$ cat config.mk
export PLATFORM = sky130hd
export DESIGN_NAME = tlc_ram
export DESIGN_NICKNAME = d
export VERILOG_FILES = /design/src/design/tlc_ram.sv
export SDC_FILE = /design/constraint.sdc
export NUM_CORES = 1
export LEC_CHECK = 0
export BUFFER_PORTS_ARGS = -buffer_cell sky130_fd_sc_hd__buf_2
export CORE_MARGIN = 8
export CORE_UTILIZATION = 60
export DETAILED_ROUTE_END_ITERATION = 6
export PLACE_DENSITY = 0.83
export SLEW_MARGIN = 20
export SYNTH_ARGS = -nofsm -noshare
export SYNTH_HDL_FRONTEND = slang
export SYNTH_SLANG_ARGS = --single-unit
$ cat constraint.sdc
create_clock -name i_clk -period 2.2 [get_ports i_clk]
set_input_delay 0.22 -clock i_clk [delete_from_list [all_inputs] [get_ports i_clk]]
set_output_delay 0.22 -clock i_clk [all_outputs]
set_load 0.005 [all_outputs]
$ cat src/design/tlc_ram.sv
// ----------------------------------------------------------------------------
// Generic RAM
// One write port and one read port with registered read data.
// ----------------------------------------------------------------------------
module tlc_ram #(
    parameter int WIDTH = 8,
    parameter int DEPTH = 16
) (
    input  logic                                  i_clk,
    input  logic                                  i_we,
    input  logic [((DEPTH > 1) ? $clog2(DEPTH) : 1)-1:0] i_waddr,
    input  logic [WIDTH-1:0]                      i_wdata,
    input  logic [((DEPTH > 1) ? $clog2(DEPTH) : 1)-1:0] i_raddr,
    output logic [WIDTH-1:0]                      o_rdata
);

    logic [WIDTH-1:0] r_mem [DEPTH];

    always_ff @(posedge i_clk) begin
        if (i_we) begin
            r_mem[i_waddr] <= i_wdata;
        end
        o_rdata <= r_mem[i_raddr];
    end

endmodule

==> flow_metrics.tcl, run 1 <==
set metrics [dict create \
    dp_hpwl_um 6190 \
    syn_inst 229 \
    synth_cell_types 19 \
    syn-num-nets 247 \
    cts_tree "yes" \
    grt_pass1_vias 2717 \
    clkTransAtPathRegs_ns 0.07 \
    diodes 0 \
    routed_via_density 6.66 \
    grt_pass1_wl_um 16500 \
    grt_max_degree 20 \
    clkLatencyLatePin_ns 0.52 \
    start_kind "flop" \
    cts_buffers 17 \
    syn_area_um2 5150 \
    ir_worst_vdd_v 0.000593 \
    vias 2669 \
    period_share_pct 66.0 \
    synthArstFlopShare_pct 0 \
    max-cap-violations 0 \
    die_h_um 109 \
    leakage_nw 2.11 \
    maxSlewViolCount 0 \
    yosysSeqAreaShare_pct 77.8 \
    drc_errors 0 \
    die_area_um2 11800 \
    tns_ns 0 \
    post_drt_wl_per_cell_um 27.3 \
    cts_buffer_depth 2 \
    ys_ff_latch 136 \
    fin_skew_ns 0.00952 \
    area_delta_synth_final_pct 19.0 \
    power_mw 6.13 \
    clock.fmax_mhz 688 \
    rsz0062_at_grt "no" \
    required_ns 2.59 \
    critPathArrivalTime_ns 1.85 \
    antenna_found_initial 0 \
    layout.nets 301 \
    rows 33 \
    postCtsSetupBuffers 0 \
    path_class "reg -> reg" \
    layout-drive-gt1-share_pct 32.1 \
    die_w_um 109 \
    io_pins 26 \
    worstPathMaxFanout 1 \
    htree_levels 4 \
    clock_sinks 136 \
    dr.pass1.iters 5 \
    worst_hold_path_type "in -> reg" \
    synth_edf_count 128 \
    grtUsageTotal_pct 20.2 \
    initial_core_util_pct 62.3 \
    endpoint_kind "flop" \
    routed_wl_um 10900 \
    cts_resized 0 \
    final_antenna_net_count 0 \
    final_hold_viol_count 0 \
    fin_crit_ns 1.45 \
    yosys_warnings 0 \
    core_area_um2 8260 \
    overflow 0 \
    syn_avg_cell_area_um2 22.5 \
    portBuffers 25 \
    cts-root-buf "clkbuf_8" \
    finalSetupViolCount 0 \
    ys.flop_type "edfxtp_1" \
    worst_pin_slew_ns 0.847 \
    power.density_nw_per_um2 1000 \
    drtIter0Drc 223 \
    status "complete, no violations" \
    maxSlewHeadroom_pct 43.3 \
    cts_hold_buf 0 \
    gp_congestion 0.770 \
]
==> critical path: stages (launching register included) <==
cell,delay [ns]
edfxtp_1,0.39
mux4_1,0.52
a22oi_1,0.34
nand2_1,0.09
==> layer usage <==
layer / global-route usage [%] / wire length (µm)
met5: 0 / 0
met4: 9.38 / 244
met3: 6.43 / 1090
met2: 29.3 / 5210
met1: 27.4 / 4390
==> cell families (layout without fill, tap and decap cells) <==
logic type / Yosys count / count (layout) / synth area share [%]
AO/OA/AOI/OAI: 16 / 16 / 2.33
flip-flops: 136 / 136 / 77.8
AND/OR/NAND/NOR: 35 / 35 / 3.18
multiplexers: 32 / 32 / 15.0
buffers and inverters: 10 / 77 / 1.68
==> registers in the layout, indices dropped and copies added, names as in the netlist <==
name,count
r_mem,128
o_rdata,8
==> path summary, 6_finish.rpt <==
check / startpoint / endpoint / slack, ns / depth (start not counted)
max: r_mem[2][5] / o_rdata[5] / 0.75 / 3
min: i_wdata[7] / r_mem[9][7] / 0.07 / 1
max reg2reg: r_mem[2][5] / o_rdata[5] / 0.75 / 3
min reg2reg: r_mem[14][1] / o_rdata[1] / 0.67 / 3
==> power breakdown <==
| group | switching (mW) | internal [mW] |
|---|---|---|
| Clock | 1.04 | 1.90 |
| Sequential | 0.0174 | 2.90 |
| Combinational | 0.155 | 0.120 |
| Total | 1.21 | 4.91 |
==> layout make-up <==
type,instances,area [µm²]
clock buffers,20,445
multi-input cells,83,1060
flip-flops and latches,136,4000
well taps,105,131
repair buffers,45,313
fillers,439,2130
clock inverters,12,174
==> metrics by stage <==
step	util (%)	hold WS (ns)	setup WS (ns)	cell area [µm²]	instances
floorplan	-	0.319	0.487	5150	229
CTS	74.2	0.0579	0.759	6120	401
global placement	66.7	0.590	0.433	5510	369
global route	74.2	0.0605	0.730	6120	401
finish	74.2	0.0696	0.747	6120	401
detailed placement	66.7	0.604	0.432	5510	369
==> cell usage after synthesis (2+ instances only) <==
cell type          n  area share [%]
a22oi_1           16             2.3
edfxtp_1         128              75
nor3_1             4            0.39
buf_6              3            0.66
clkdlybuf4s25_2    3            0.58
nand2_1            9            0.66
buf_2              3            0.29
nand3b_1           2            0.29
nor2_1            13            0.95
nand2b_1           2            0.24
mux4_1            14             7.1
dfxtp_1            8             3.1
mux4_2            18             7.9
==> cells in the final DEF, fill, tap and decap left out <==
master	n
buf_2	25
clkbuf_16	16
nand3_1	1
buf_4	17
and2b_1	1
a22oi_1	16
bufinv_16	4
mux4_2	18
clkinv_4	1
mux4_1	14
nor2_1	13
clkinvlp_4	4
edfxtp_1	128
nor3_1	4
nand2b_1	2
nand3b_1	2
clkbuf_1	1
and2_1	1
buf_12	3
nand2_1	9
nor2b_1	1
clkbuf_8	3
clkinv_2	3
dfxtp_1	8
or3b_2	1
Power figures use the tool's default switching activity.
==> run 2, diff against run 1 <==
- CORE_UTILIZATION: 60 -> 54
- PLACE_DENSITY: 0.83 -> 0.79
- clock period: 2.2 -> 1.25 ns (I/O delays scaled with it)
==> run 2 against run 1 <==
  * The flow now finishes with violations (negative setup slack)
  * First-iteration DRC count is 10% lower
  * Clock skew shrank 0.0028 ns
  * Setup slack worse by 0.81 ns
  * Global-route usage decreased by 4.0 points
  * Count of clock-buffer cells in the layout is 2 lower
  * Register-to-register slack got worse by 0.81 ns
  * Combinational power grew 100%
  * Critical path type unchanged
==> flow_metrics.tcl, run 2 (same netlist as run 1, synthesis figures left out) <==
set metrics [dict create \
    status "finished with violations" \
    violations "negative setup slack" \
    cp_top_family "multiplexers" \
    diodes 0 \
    worst-path-buf-inv 0 \
    ir_worst_vdd_v 0.000981 \
    fillers 564 \
    worst_hold_path_type "in -> reg" \
    die_area_um2 12900 \
    clkLatencyLatePin_ns 0.52 \
    whs_ns 0.00783 \
    maxSlewViolCount 0 \
    slowest_delay_ns 0.49 \
    required_ns 1.64 \
    cts_buffers 17 \
    clock_sinks 136 \
    dr.pass1.iters 4 \
    period_share_pct 105 \
    clock.fmax_mhz 763 \
    regArea_um2 4000 \
    rsz0062_at_grt "yes" \
    path_class "reg -> reg" \
    worst_pin_slew_ns 0.809 \
    setup_slack_ns -0.0601 \
    grt_pass1_vias 2694 \
    portBuffers 25 \
    routed_wl_um 9740 \
    io_pins 26 \
    hp-start "i_wdata[1]" \
    final_hold_viol_count 0 \
    gp_congestion 0.771 \
    cts_tree "yes" \
    initial_core_util_pct 55.7 \
    layout-drive-gt1-share_pct 41.6 \
    fin_skew_ns 0.00675 \
    r2r_cells 3 \
    antenna_found_initial 0 \
    critPathArrivalTime_ns 1.70 \
    crit_chain "mux4_2 > a22oi_2 > nand2_1" \
    mostFrequentLayoutCell "edfxtp_1" \
    die_h_um 114 \
    max-cap-violations 0 \
    core_area_um2 9240 \
    cts-root-buf "clkbuf_8" \
    endpoint_kind "flop" \
    vias 2515 \
    routed_via_density 5.64 \
    maxSlewHeadroom_pct 46.0 \
    min_delay_worst_endpoint "r_mem[3][1]" \
    mostFrequentLayoutCells "edfxtp_1, mux4_2, buf_4" \
    regMostFlops "r_mem" \
    clkTransAtPathRegs_ns 0.06 \
    fin_crit_ns 1.31 \
    r2r_end "o_rdata[3]" \
    drtIter0Drc 200 \
    final_antenna_net_count 0 \
    finalSetupViolCount 4 \
    critPathSlowestCell "mux4_2" \
    area_delta_synth_final_pct 23.1 \
    post_drt_wl_per_cell_um 21.8 \
    worstPathMaxFanout 1 \
    hold_depth 1 \
    grt_pass1_wl_um 15000 \
    power.density_nw_per_um2 1620 \
    largestRegisters "r_mem: 128 flops, o_rdata: 8 flops" \
    dp_hpwl_um 6250 \
    leakage_nw 2.17 \
    cts_buffer_depth 2 \
    r2r_start "r_mem[3][3]" \
    multi_input_area_um2 1100 \
    htree_levels 4 \
    grtUsageTotal_pct 16.1 \
    start_kind "flop" \
    overflow 0 \
    drc_errors 0 \
    grt_max_degree 19 \
    layout.nets 322 \
    postCtsSetupBuffers 0 \
    rows 35 \
    power_mw 10.2 \
    die_w_um 114 \
    r2r_slack_ns -0.06 \
    largest_reg_flops 128 \
]
## run 2: changes by cell type in the layout (fill, tap and decap cells not counted), moves of 3 or more
cell and change:
buf_4 +11, mux4_1 -10, mux4_2 +10, a22oi_1 -9
a22oi_2 +9, dlygate4sd3_1 +7, buf_12 +3, nor2_1 -3
nor2_2 +3, nor3_1 -3
## run 2: metal layers
| layer | up-vias | GRT usage (%) | wire length (µm) |
|---|---|---|---|
| met5 | - | 0 | 0 |
| met2 | 102 | 26.1 | 4900 |
| li1 | 1112 | - | - |
| met1 | 1281 | 19.9 | 4010 |
| met4 | 0 | 8.17 | 216 |
| met3 | 20 | 3.86 | 612 |
## run 2: worst max path at each step
stage,depth (start not counted),start,slack [ns],endpoint
after floorplan,5,i_raddr[0],-0.01,o_rdata[1]
after global placement,5,i_raddr[0],-0.27,o_rdata[3]
after detailed placement,5,i_raddr[0],-0.27,o_rdata[3]
after CTS,3,r_mem[2][3],-0.07,o_rdata[3]
after global routing,3,r_mem[3][3],-0.10,o_rdata[3]
final,3,r_mem[3][3],-0.06,o_rdata[3]
## run 2: layout make-up
class	instances	share of cell area [%]
tap	129	2.55
timing repair buffer	66	8.29
clock inverter	14	2.11
multi-input combinational	83	17.3
sequential	136	63.2
clock buffer	18	6.59
## run 2: what timing repair did
| item | CTS | global route |
|---|---|---|
| pin swaps | 9 | 1 |
| setup endpoints to repair | 8 | 8 |
| resized for setup | 15 | 4 |
| cloned | 0 | 0 |
| hold buffers | 7 | 0 |
| endpoints found under the hold margin | 91 | 0 |
## run 2: where the power goes
part	switching, mW	internal [mW]	leakage, nW
registers	0.0293	5.10	1.22
clock network	1.76	2.80	0.269
logic	0.291	0.267	0.672
## run 2: per-stage QoR
step / setup WS (ns) / utilization [%] / cells / cell area [µm²] / TNS, ns
after floorplan: -0.0115 / - / 229 / 5190 / -0.0529
after global placement: -0.268 / 61.8 / 407 / 5710 / -2.62
after detailed placement: -0.272 / 61.8 / 407 / 5710 / -5.35
after CTS: -0.0665 / 68.5 / 446 / 6330 / -0.223
after global routing: -0.101 / 68.6 / 446 / 6340 / -0.545
final: -0.0601 / 68.6 / 446 / 6340 / -0.168
## run 2: worst register-to-register path, stage by stage (launching register included)
cell and delay, ns:
edfxtp_1 0.37, mux4_2 0.49, a22oi_2 0.20, nand2_1 0.12
